File: src/rtl/assert_macros.svh
// Assertion helpers shared by the allocator modules.
// Each use expects signals named clk and rst_n in the calling module.
`ifndef ASSERT_MACROS_SVH
`define ASSERT_MACROS_SVH

`ifndef SYNTHESIS

// Same-cycle implication, disabled during reset.
`define ASSERT_IMP(lbl, ante, cons, msg) \
    lbl: assert property (@(posedge clk) disable iff (!rst_n) (ante) |-> (cons)) \
        else $error(msg);

// Next-cycle implication, disabled during reset.
`define ASSERT_NEXT(lbl, ante, cons, msg) \
    lbl: assert property (@(posedge clk) disable iff (!rst_n) (ante) |=> (cons)) \
        else $error(msg);

`else

`define ASSERT_IMP(lbl, ante, cons, msg)
`define ASSERT_NEXT(lbl, ante, cons, msg)

`endif

`endif

File: src/rtl/bsa_pkg.sv
`timescale 1ns / 1ps

package bsa_pkg;

    localparam int CUSTOMERS      = 3;
    localparam int RESOURCE_TYPES = 3;
    localparam int MAX_TYPES      = 4;

    localparam int CUST_W = (CUSTOMERS > 1) ? $clog2(CUSTOMERS) : 1;
    localparam int CNT_W  = $clog2(CUSTOMERS + 1);
    // Work sums hold the pool plus every allocation without wrapping.
    localparam int WORK_W = $clog2(256 * (CUSTOMERS + 1));

    localparam logic [1:0] KIND_SET_POOL = 2'd0;
    localparam logic [1:0] KIND_LOAD     = 2'd1;
    localparam logic [1:0] KIND_REQUEST  = 2'd2;
    localparam logic [1:0] KIND_RELEASE  = 2'd3;

    localparam logic [2:0] ST_OK     = 3'd0;
    localparam logic [2:0] ST_NEED   = 3'd1;
    localparam logic [2:0] ST_AVAIL  = 3'd2;
    localparam logic [2:0] ST_UNSAFE = 3'd3;
    localparam logic [2:0] ST_ALLOC  = 3'd4;

    typedef logic [RESOURCE_TYPES-1:0][7:0] row_t;
    typedef logic [MAX_TYPES-1:0][7:0]      amt_in_t;

    typedef struct packed {
        logic              latch;
        logic              use_scan;
        logic [CUST_W-1:0] scan_idx;
        logic              pool_set;
        logic              load_claim;
        logic              release_upd;
        logic              scan_init;
        logic              scan_take;
        logic              commit;
        logic              status_we;
        logic [2:0]        status_code;
        logic              out_load;
    } bsa_cmd_t;

    typedef struct packed {
        logic [1:0] kind;
        logic       cust_ok;
        logic [2:0] req_code;
        logic       alloc_ex;
        logic       fits;
        logic       out_free;
    } bsa_stat_t;

endpackage

File: src/rtl/bsa_datapath.sv
`timescale 1ns / 1ps
`include "assert_macros.svh"

module bsa_datapath
    import bsa_pkg::*;
(
    input  logic       clk,
    input  logic       rst_n,
    input  bsa_cmd_t   cmd,
    output bsa_stat_t  stat,
    input  logic [1:0] in_kind,
    input  logic [1:0] in_cust,
    input  amt_in_t    in_amt,
    output logic       out_valid,
    input  logic       out_ready,
    output logic [2:0] out_status,
    output logic       out_cleared
);

    row_t need_reg  [CUSTOMERS];
    row_t alloc_reg [CUSTOMERS];
    row_t pool_reg;
    logic [RESOURCE_TYPES-1:0][WORK_W-1:0] work_reg;
    logic [CUSTOMERS-1:0] done_reg;

    logic [1:0] kind_reg;
    logic [1:0] cust_reg;
    row_t       amt_reg;
    logic [2:0] status_reg;

    logic       out_valid_reg;
    logic [2:0] out_status_reg;
    logic       out_cleared_reg;

    logic [CUST_W-1:0] cust_idx;
    logic [CUST_W-1:0] row_sel;
    logic              cust_ok;
    logic              is_cust;
    row_t              need_row;
    row_t              alloc_row;
    row_t              tneed_row;
    row_t              talloc_row;
    row_t              pool_minus;
    row_t              pool_plus;
    logic [8:0]        sum_a;
    logic [8:0]        sum_p;
    logic              found;
    logic [2:0]        req_code;
    logic              alloc_ex;
    logic              fits;
    logic              cleared;

    assign cust_idx  = CUST_W'(cust_reg);
    assign cust_ok   = (32'(cust_reg) < 32'(CUSTOMERS));
    assign row_sel   = cmd.use_scan ? cmd.scan_idx : cust_idx;
    assign is_cust   = (row_sel == cust_idx);
    assign need_row  = need_reg[row_sel];
    assign alloc_row = alloc_reg[row_sel];

    // Tentative row: the requesting customer's row with the request applied.
    always_comb
    begin
        for (int r = 0; r < RESOURCE_TYPES; r++)
        begin
            sum_a = {1'b0, alloc_row[r]} + {1'b0, amt_reg[r]};
            sum_p = {1'b0, pool_reg[r]} + {1'b0, amt_reg[r]};
            tneed_row[r]  = is_cust ? (need_row[r] - amt_reg[r]) : need_row[r];
            talloc_row[r] = is_cust ? (sum_a[8] ? 8'hFF : sum_a[7:0]) : alloc_row[r];
            pool_minus[r] = pool_reg[r] - amt_reg[r];
            pool_plus[r]  = sum_p[8] ? 8'hFF : sum_p[7:0];
        end
    end

    // First failing type decides between exceeds-need and exceeds-pool.
    always_comb
    begin
        req_code = ST_OK;
        found    = 1'b0;
        alloc_ex = 1'b0;
        fits     = ~done_reg[row_sel];
        cleared  = cust_ok;
        for (int r = 0; r < RESOURCE_TYPES; r++)
        begin
            if (!found)
            begin
                if (amt_reg[r] > need_row[r])
                begin
                    req_code = ST_NEED;
                    found    = 1'b1;
                end
                else if (amt_reg[r] > pool_reg[r])
                begin
                    req_code = ST_AVAIL;
                    found    = 1'b1;
                end
            end
            if (amt_reg[r] > alloc_row[r])
                alloc_ex = 1'b1;
            if (WORK_W'(tneed_row[r]) > work_reg[r])
                fits = 1'b0;
            if (need_row[r] != 8'd0)
                cleared = 1'b0;
        end
    end

    assign stat.kind     = kind_reg;
    assign stat.cust_ok  = cust_ok;
    assign stat.req_code = req_code;
    assign stat.alloc_ex = alloc_ex;
    assign stat.fits     = fits;
    assign stat.out_free = ~out_valid_reg | out_ready;

    // Captured request, status, work sums and result register.
    always_ff @(posedge clk)
    begin
        if (cmd.latch)
        begin
            kind_reg <= in_kind;
            cust_reg <= in_cust;
            for (int r = 0; r < RESOURCE_TYPES; r++)
                amt_reg[r] <= in_amt[r];
        end
        if (cmd.status_we)
            status_reg <= cmd.status_code;
        if (cmd.out_load)
        begin
            out_status_reg  <= status_reg;
            out_cleared_reg <= cleared;
        end
        if (cmd.scan_init)
        begin
            for (int r = 0; r < RESOURCE_TYPES; r++)
                work_reg[r] <= WORK_W'(pool_minus[r]);
        end
        else if (cmd.scan_take)
        begin
            for (int r = 0; r < RESOURCE_TYPES; r++)
                work_reg[r] <= work_reg[r] + WORK_W'(talloc_row[r]);
        end
    end

    // Allocator state tables, scan done flags and output valid.
    always_ff @(posedge clk or negedge rst_n)
    begin
        if (!rst_n)
        begin
            for (int c = 0; c < CUSTOMERS; c++)
            begin
                need_reg[c]  <= '0;
                alloc_reg[c] <= '0;
            end
            pool_reg      <= '0;
            done_reg      <= '0;
            out_valid_reg <= 1'b0;
        end
        else
        begin
            if (cmd.out_load)
                out_valid_reg <= 1'b1;
            else if (out_ready)
                out_valid_reg <= 1'b0;

            if (cmd.scan_init)
                done_reg <= '0;
            else if (cmd.scan_take)
                done_reg[row_sel] <= 1'b1;

            if (cmd.pool_set)
                pool_reg <= amt_reg;
            else if (cmd.load_claim)
            begin
                need_reg[cust_idx]  <= amt_reg;
                alloc_reg[cust_idx] <= '0;
            end
            else if (cmd.release_upd)
            begin
                pool_reg <= pool_plus;
                for (int r = 0; r < RESOURCE_TYPES; r++)
                    alloc_reg[cust_idx][r] <= alloc_row[r] - amt_reg[r];
            end
            else if (cmd.commit)
            begin
                pool_reg            <= pool_minus;
                need_reg[cust_idx]  <= tneed_row;
                alloc_reg[cust_idx] <= talloc_row;
            end
        end
    end

    assign out_valid   = out_valid_reg;
    assign out_status  = out_status_reg;
    assign out_cleared = out_cleared_reg;

    `ASSERT_IMP(a_take_once, cmd.scan_take, !done_reg[row_sel], "customer finished twice in scan")
    `ASSERT_IMP(a_commit_ok, cmd.commit, status_reg == ST_OK && cust_ok, "commit of failed request")
    `ASSERT_NEXT(a_out_load, cmd.out_load, out_valid_reg, "loaded result not presented")

endmodule

File: src/rtl/bsa_ctrl.sv
`timescale 1ns / 1ps
`include "assert_macros.svh"

module bsa_ctrl
    import bsa_pkg::*;
(
    input  logic      clk,
    input  logic      rst_n,
    input  logic      in_valid,
    output logic      in_ready,
    input  bsa_stat_t stat,
    output bsa_cmd_t  cmd
);

    localparam logic [2:0] S_IDLE   = 3'd0;
    localparam logic [2:0] S_EXEC   = 3'd1;
    localparam logic [2:0] S_SCAN   = 3'd2;
    localparam logic [2:0] S_COMMIT = 3'd3;
    localparam logic [2:0] S_DONE   = 3'd4;

    localparam logic [CUST_W-1:0] LAST_IDX = CUST_W'(CUSTOMERS - 1);
    localparam logic [CNT_W-1:0]  LAST_CNT = CNT_W'(CUSTOMERS - 1);

    logic [2:0]        state_reg;
    logic [2:0]        state_next;
    logic [CUST_W-1:0] scan_idx_reg;
    logic [CUST_W-1:0] scan_idx_next;
    logic [CNT_W-1:0]  fit_cnt_reg;
    logic [CNT_W-1:0]  fit_cnt_next;

    assign in_ready = (state_reg == S_IDLE);

    always_comb
    begin
        cmd           = '0;
        cmd.scan_idx  = scan_idx_reg;
        state_next    = state_reg;
        scan_idx_next = scan_idx_reg;
        fit_cnt_next  = fit_cnt_reg;
        case (state_reg)
            S_IDLE:
            begin
                if (in_valid)
                begin
                    cmd.latch  = 1'b1;
                    state_next = S_EXEC;
                end
            end
            S_EXEC:
            begin
                cmd.status_we   = 1'b1;
                cmd.status_code = ST_OK;
                state_next      = S_DONE;
                case (stat.kind)
                    KIND_SET_POOL: cmd.pool_set = 1'b1;
                    KIND_LOAD:     cmd.load_claim = stat.cust_ok;
                    KIND_REQUEST:
                    begin
                        if (stat.cust_ok)
                        begin
                            if (stat.req_code != ST_OK)
                                cmd.status_code = stat.req_code;
                            else
                            begin
                                cmd.scan_init = 1'b1;
                                scan_idx_next = '0;
                                fit_cnt_next  = '0;
                                state_next    = S_SCAN;
                            end
                        end
                    end
                    KIND_RELEASE:
                    begin
                        if (stat.cust_ok)
                        begin
                            if (stat.alloc_ex)
                                cmd.status_code = ST_ALLOC;
                            else
                                cmd.release_upd = 1'b1;
                        end
                    end
                    default: cmd.status_code = ST_OK;
                endcase
            end
            S_SCAN:
            begin
                // One customer row per cycle; restart the pass after each finisher.
                cmd.use_scan = 1'b1;
                if (stat.fits)
                begin
                    cmd.scan_take = 1'b1;
                    scan_idx_next = '0;
                    if (fit_cnt_reg == LAST_CNT)
                        state_next = S_COMMIT;
                    else
                        fit_cnt_next = fit_cnt_reg + 1'b1;
                end
                else if (scan_idx_reg == LAST_IDX)
                begin
                    cmd.status_we   = 1'b1;
                    cmd.status_code = ST_UNSAFE;
                    state_next      = S_DONE;
                end
                else
                    scan_idx_next = scan_idx_reg + 1'b1;
            end
            S_COMMIT:
            begin
                cmd.commit = 1'b1;
                state_next = S_DONE;
            end
            S_DONE:
            begin
                if (stat.out_free)
                begin
                    cmd.out_load = 1'b1;
                    state_next   = S_IDLE;
                end
            end
            default: state_next = S_IDLE;
        endcase
    end

    always_ff @(posedge clk or negedge rst_n)
    begin
        if (!rst_n)
        begin
            state_reg    <= S_IDLE;
            scan_idx_reg <= '0;
            fit_cnt_reg  <= '0;
        end
        else
        begin
            state_reg    <= state_next;
            scan_idx_reg <= scan_idx_next;
            fit_cnt_reg  <= fit_cnt_next;
        end
    end

    `ASSERT_IMP(a_scan_kind, state_reg == S_SCAN, stat.kind == KIND_REQUEST && stat.cust_ok, "scan without valid request")
    `ASSERT_IMP(a_scan_idx, state_reg == S_SCAN, scan_idx_reg <= LAST_IDX, "scan index out of range")
    `ASSERT_IMP(a_fit_cnt, state_reg == S_SCAN, fit_cnt_reg <= LAST_CNT, "finisher count overrun")

endmodule

File: src/rtl/bankers_safe_allocator_core.sv
// Each request is captured, checked in the execute state and passed to the output register
// in the done state; set, load, release, refused and out-of-range requests go straight to
// done, a granted request adds the safety scan and a commit state, and an unsafe denial
// adds the scan only. One request is handled at a time; the next is accepted once the
// result is registered, while that result may still wait.
// Reset (rst_n, async, active low) clears need, allocation and pool tables and the controller.
`timescale 1ns / 1ps

module bankers_safe_allocator_core
    import bsa_pkg::*;
(
    input  logic        clk,
    input  logic        rst_n,
    input  logic        s_tvalid,
    output logic        s_tready,
    // [1:0] customer, [9:2] amount_0, [17:10] amount_1, [25:18] amount_2,
    // [33:26] amount_3, [39:34] zero
    input  logic [39:0] s_tdata,
    // [1:0] req_type
    input  logic [1:0]  s_tuser,
    output logic        m_tvalid,
    input  logic        m_tready,
    // [2:0] status, [3] need_cleared, [7:4] zero
    output logic [7:0]  m_tdata
);

    bsa_cmd_t   cmd;
    bsa_stat_t  stat;
    amt_in_t    in_amt;
    logic [2:0] out_status;
    logic       out_cleared;

    // Split the request payload into per-type amounts; types not built are dropped
    // inside the datapath.
    always_comb
    begin
        for (int r = 0; r < MAX_TYPES; r++)
            in_amt[r] = s_tdata[2 + 8 * r +: 8];
    end

    // Controller: sequences one request through check, safety scan, commit and
    // result hand-off.
    bsa_ctrl u_ctrl (
        .clk      (clk),
        .rst_n    (rst_n),
        .in_valid (s_tvalid),
        .in_ready (s_tready),
        .stat     (stat),
        .cmd      (cmd)
    );

    // Datapath: tables, tentative-state compare, work sums and output register.
    bsa_datapath u_datapath (
        .clk         (clk),
        .rst_n       (rst_n),
        .cmd         (cmd),
        .stat        (stat),
        .in_kind     (s_tuser),
        .in_cust     (s_tdata[1:0]),
        .in_amt      (in_amt),
        .out_valid   (m_tvalid),
        .out_ready   (m_tready),
        .out_status  (out_status),
        .out_cleared (out_cleared)
    );

    // Pack the result; upper bits stay zero.
    assign m_tdata = {4'b0000, out_cleared, out_status};

endmodule
File: config.mk
export PLATFORM = sky130hd
export DESIGN_NAME = bankers_safe_allocator_core
export DESIGN_NICKNAME = d
export VERILOG_FILES = /design/src/rtl/bsa_pkg.sv /design/src/rtl/bsa_datapath.sv /design/src/rtl/bsa_ctrl.sv /design/src/rtl/bankers_safe_allocator_core.sv
export VERILOG_INCLUDE_DIRS = /design/src /design/src/rtl
export SDC_FILE = /design/constraint.sdc
export NUM_CORES = 1
export LEC_CHECK = 0
export BUFFER_PORTS_ARGS = -buffer_cell sky130_fd_sc_hd__clkbuf_2
export CORE_MARGIN = 2
export CORE_UTILIZATION = 66
export CTS_BUF_LIST = sky130_fd_sc_hd__clkbuf_8
export DETAILED_ROUTE_END_ITERATION = 8
export PLACE_DENSITY = 0.84
export SLEW_MARGIN = 20
export SYNTH_ARGS = -nofsm -noshare
export SYNTH_HDL_FRONTEND = slang
export SYNTH_SLANG_ARGS = --single-unit
File: constraint.sdc
create_clock -name clk -period 7.7 [get_ports clk]
set_input_delay 0.77 -clock clk [delete_from_list [all_inputs] [get_ports clk]]
set_output_delay 0.77 -clock clk [all_outputs]
set_load 0.01 [all_outputs]
==> results.sh <==
export IMPL_clockRootBuffer="clkbuf_8"
export IMPL_layout_drive_gt1_share_pct=12.1
export IMPL_drc=0
export IMPL_num_vias=15800
export IMPL_layout_min_cycle_time_ps=7100
export IMPL_antenna_found_initial=0
export IMPL_cts_tree="yes"
export IMPL_yosys_top_cells_count="179 x dfrtp_1, 177 x nand2_1, 170 x ha_1"
export IMPL_rrSetupSlack_ps=600
export IMPL_timing_rr_end="u_datapath.work_reg[11]"
export IMPL_yosys_most_used_dff="dfrtp_1"
export IMPL_syn_area_per_cell_um2=9.23
export IMPL_grt_pass1_vias=15700
export IMPL_grt_max_degree=104
export IMPL_dpl_worst_slack_ps=883
export IMPL_setup_viol=0
export IMPL_cp_arrival_ps=7300
export IMPL_via_per_inst=6.69
export IMPL_fin_ws_ps=599
export IMPL_ant_nets=0
export IMPL_syn_inst=1965
export IMPL_cp_end_kind="flop"
export IMPL_cts_htree_levels=2
export IMPL_p_sw_share_pct=44.9
export IMPL_crit_fanout=52
export IMPL_p_int_mw=4.53
export IMPL_fmax_mhz=141
export IMPL_fin_area_mm2=0.0196
export IMPL_rows=60
export IMPL_critical_path_required_ps=7900
export IMPL_post_cts_buffers=0
export IMPL_seqPwrFrac_pct=25.2
export IMPL_r2r_start="u_ctrl.state_reg[0]"
export IMPL_io_pins=56
export IMPL_max_vdd_ir_drop_uv=328
export IMPL_drt_iter0_markers=1544
export IMPL_final_hold_viol_count=0
export IMPL_synth_area_mm2=0.0181
export IMPL_gp_congestion=0.964
export IMPL_wl_mm=52.7
export IMPL_dp_hpwl_mm=37.1
export IMPL_pwr_share_clk_pct=16.0
export IMPL_synth_ff_latch_count=244
export IMPL_slowest_delay_ps=690
export IMPL_min_path_type="input pin to async pin"
export IMPL_rr_worst_depth=22
export IMPL_die_w_um=170
export IMPL_chipHeight_um=170
export IMPL_start_kind="flop"
export IMPL_clkLatencyLatePin_ps=580
export IMPL_clock_skew_ps=28.3
export IMPL_dieArea_mm2=0.0288
export IMPL_synth_async_reset_ratio_pct=73.4
export IMPL_grt_overflow_total=0
export IMPL_cts_repair_resized=0
export IMPL_wl_per_cell_um=22.3
export IMPL_critical_path_class="flop to flop"
export IMPL_cp_buffers_inverters=3
export IMPL_synth_edf_count=59
export IMPL_worst_pin_slew_ps=1160
export IMPL_first_pass_iters=6
export IMPL_seq_area_frac_synth_pct=35.1
export IMPL_crit_top_cell="o21ai_0"
export IMPL_clock_sink_count=244
export IMPL_yosysTopAreaCell="dfrtp_1"
export IMPL_yosys_area_top_type_share_pct=24.7
export IMPL_synthToLayoutAreaGrowth_pct=7.94
export IMPL_maxSlewViolCount=0
export IMPL_cts_hold_buf=0
export IMPL_grt_pass1_wl_mm=83.7
export IMPL_fillCellCount=1997
export IMPL_nets=2220
export IMPL_diodes=0
export IMPL_placement_io_buffers=37
export IMPL_clk_pin_slew_worst_paths_ps=60
export IMPL_power_total_mw=8.21
export IMPL_fin_crit_sh_pct=92.2
export IMPL_combPwrFrac_pct=58.9
export IMPL_run_status="finished clean"
export IMPL_start_util_pct=67.3
export IMPL_track_usage_pct=37.2
export IMPL_drv_cap=0
export IMPL_coreArea_mm2=0.0270
export IMPL_cts_made_buffers=42
export IMPL_relSlewSlack_pct=22.4
export IMPL_leakage_nw=9.15
export IMPL_fin_tns_setup_ps=0
export IMPL_path_delay_family="compound AO/OA/AOI/OAI gates"
export IMPL_yosysWarnings=0
export IMPL_synth_cell_types=85
export IMPL_cpMaxStageDelayCell="a211oi_1"
export IMPL_cts_buffer_depth=3
export IMPL_power_switching_mw=3.69
export IMPL_place_area_mm2=0.0186
export IMPL_p_per_area_mw_per_mm2=420
export IMPL_crit_chain="nor3b_4 -> mux2i_4 -> buf_12 -> mux2i_1 -> o21ai_0 -> ha_1 -> nor2b_1 -> o21ai_0 -> a21oi_1 -> o41ai_1 -> xor2_1 -> o21ai_0 -> ha_1 -> a211o_1 -> a21oi_1 -> a31oi_1 -> a211oi_1 -> nand2_1 -> nor2_1 -> nor2_1 -> inv_1 -> buf_4"
export IMPL_synth_area_leaders="dfrtp_1 25%, ha_1 12%, edfxtp_1 9.8%"
export IMPL_synth_most_common_cell="dfrtp_1"
export IMPL_rsz0062_at_grt="no"
==> cells by family (layout without fill, tap and decap cells) <==
| group | Yosys count | in the layout | synth area share (%) |
|---|---|---|---|
| XOR/XNOR | 71 | 71 | 3.43 |
| flip-flops | 244 | 244 | 35.1 |
| adder cells (fa/ha/maj) | 188 | 188 | 13.7 |
| multiplexers | 144 | 144 | 8.56 |
| AO/OA/AOI/OAI | 541 | 541 | 19.6 |
| buffers and inverters | 225 | 277 | 4.97 |
| AND/OR/NAND/NOR | 551 | 551 | 14.5 |
| other | 1 | 4 | 0.0207 |
==> cell type report <==
| class | count | area, um2 | area share (%) |
|---|---|---|---|
| Clock inverter | 29 | 250 | 1.28 |
| Tap cell | 341 | 427 | 2.18 |
| Sequential cell | 244 | 6370 | 32.6 |
| Multi-Input combinational cell | 1499 | 10900 | 55.7 |
| Inverter | 133 | 499 | 2.55 |
| Clock buffer | 49 | 674 | 3.45 |
| Timing Repair Buffer | 66 | 442 | 2.26 |
==> worst max path at each step <==
stage / startpoint / to / slack (ps) / cells after the start
floorplan: u_ctrl.state_reg[0] / u_datapath.work_reg[0] / 1690 / 25
CTS: u_ctrl.state_reg[2] / u_datapath.work_reg[12] / 860 / 22
global route: u_ctrl.state_reg[2] / u_datapath.work_reg[10] / 330 / 22
global placement: u_ctrl.state_reg[0] / u_datapath.work_reg[10] / 1210 / 22
detailed placement: u_ctrl.state_reg[2] / u_datapath.work_reg[17] / 880 / 22
finish: u_ctrl.state_reg[0] / u_datapath.work_reg[11] / 600 / 22
==> cells in the final DEF, fill, tap and decap left out, types with 27 or more instances in the layout <==
cell type / netlist / routed
dfrtp_1: 179 / 179
nand2_1: 177 / 177
ha_1: 170 / 170
o21ai_0: 151 / 151
inv_1: 133 / 146
nor2_1: 134 / 134
a21oi_1: 101 / 101
mux2_2: 78 / 78
mux2i_1: 65 / 65
edfxtp_1: 59 / 59
nor3_1: 51 / 49
clkbuf_8: 0 / 49
xnor2_1: 45 / 45
nand2b_1: 40 / 40
nor2b_1: 36 / 36
clkbuf_2: 0 / 36
o22ai_1: 29 / 29
nand3_1: 29 / 28
buf_4: 8 / 27
==> power by group through the flow <==
stage               logic, mW  clock network [mW]  registers [mW]
floorplan                3.62                   0            1.98
global placement         4.46                   0            2.05
detailed placement       4.67                   0            2.07
CTS                      4.72                1.32            2.05
global route             5.33                1.38            2.11
finish                   4.83                1.31            2.07
==> per-layer routing <==
metal	up-vias	global-route usage, %	wire length (um)
li1	7135	-	-
met1	7548	47.8	20700
met2	894	59.1	23600
met3	215	7.53	5310
met4	0	20.8	3060
met5	-	0	0
==> stage by stage <==
stage	instances	hold WS, ps	util (%)
after CTS	2360	354	72.5
after global routing	2361	359	72.6
after detailed placement	2282	408	69.0
after floorplan	1968	400	-
after global placement	2282	408	69.0
final	2361	327	72.6
Note: power is estimated with default switching activity, not from simulation.
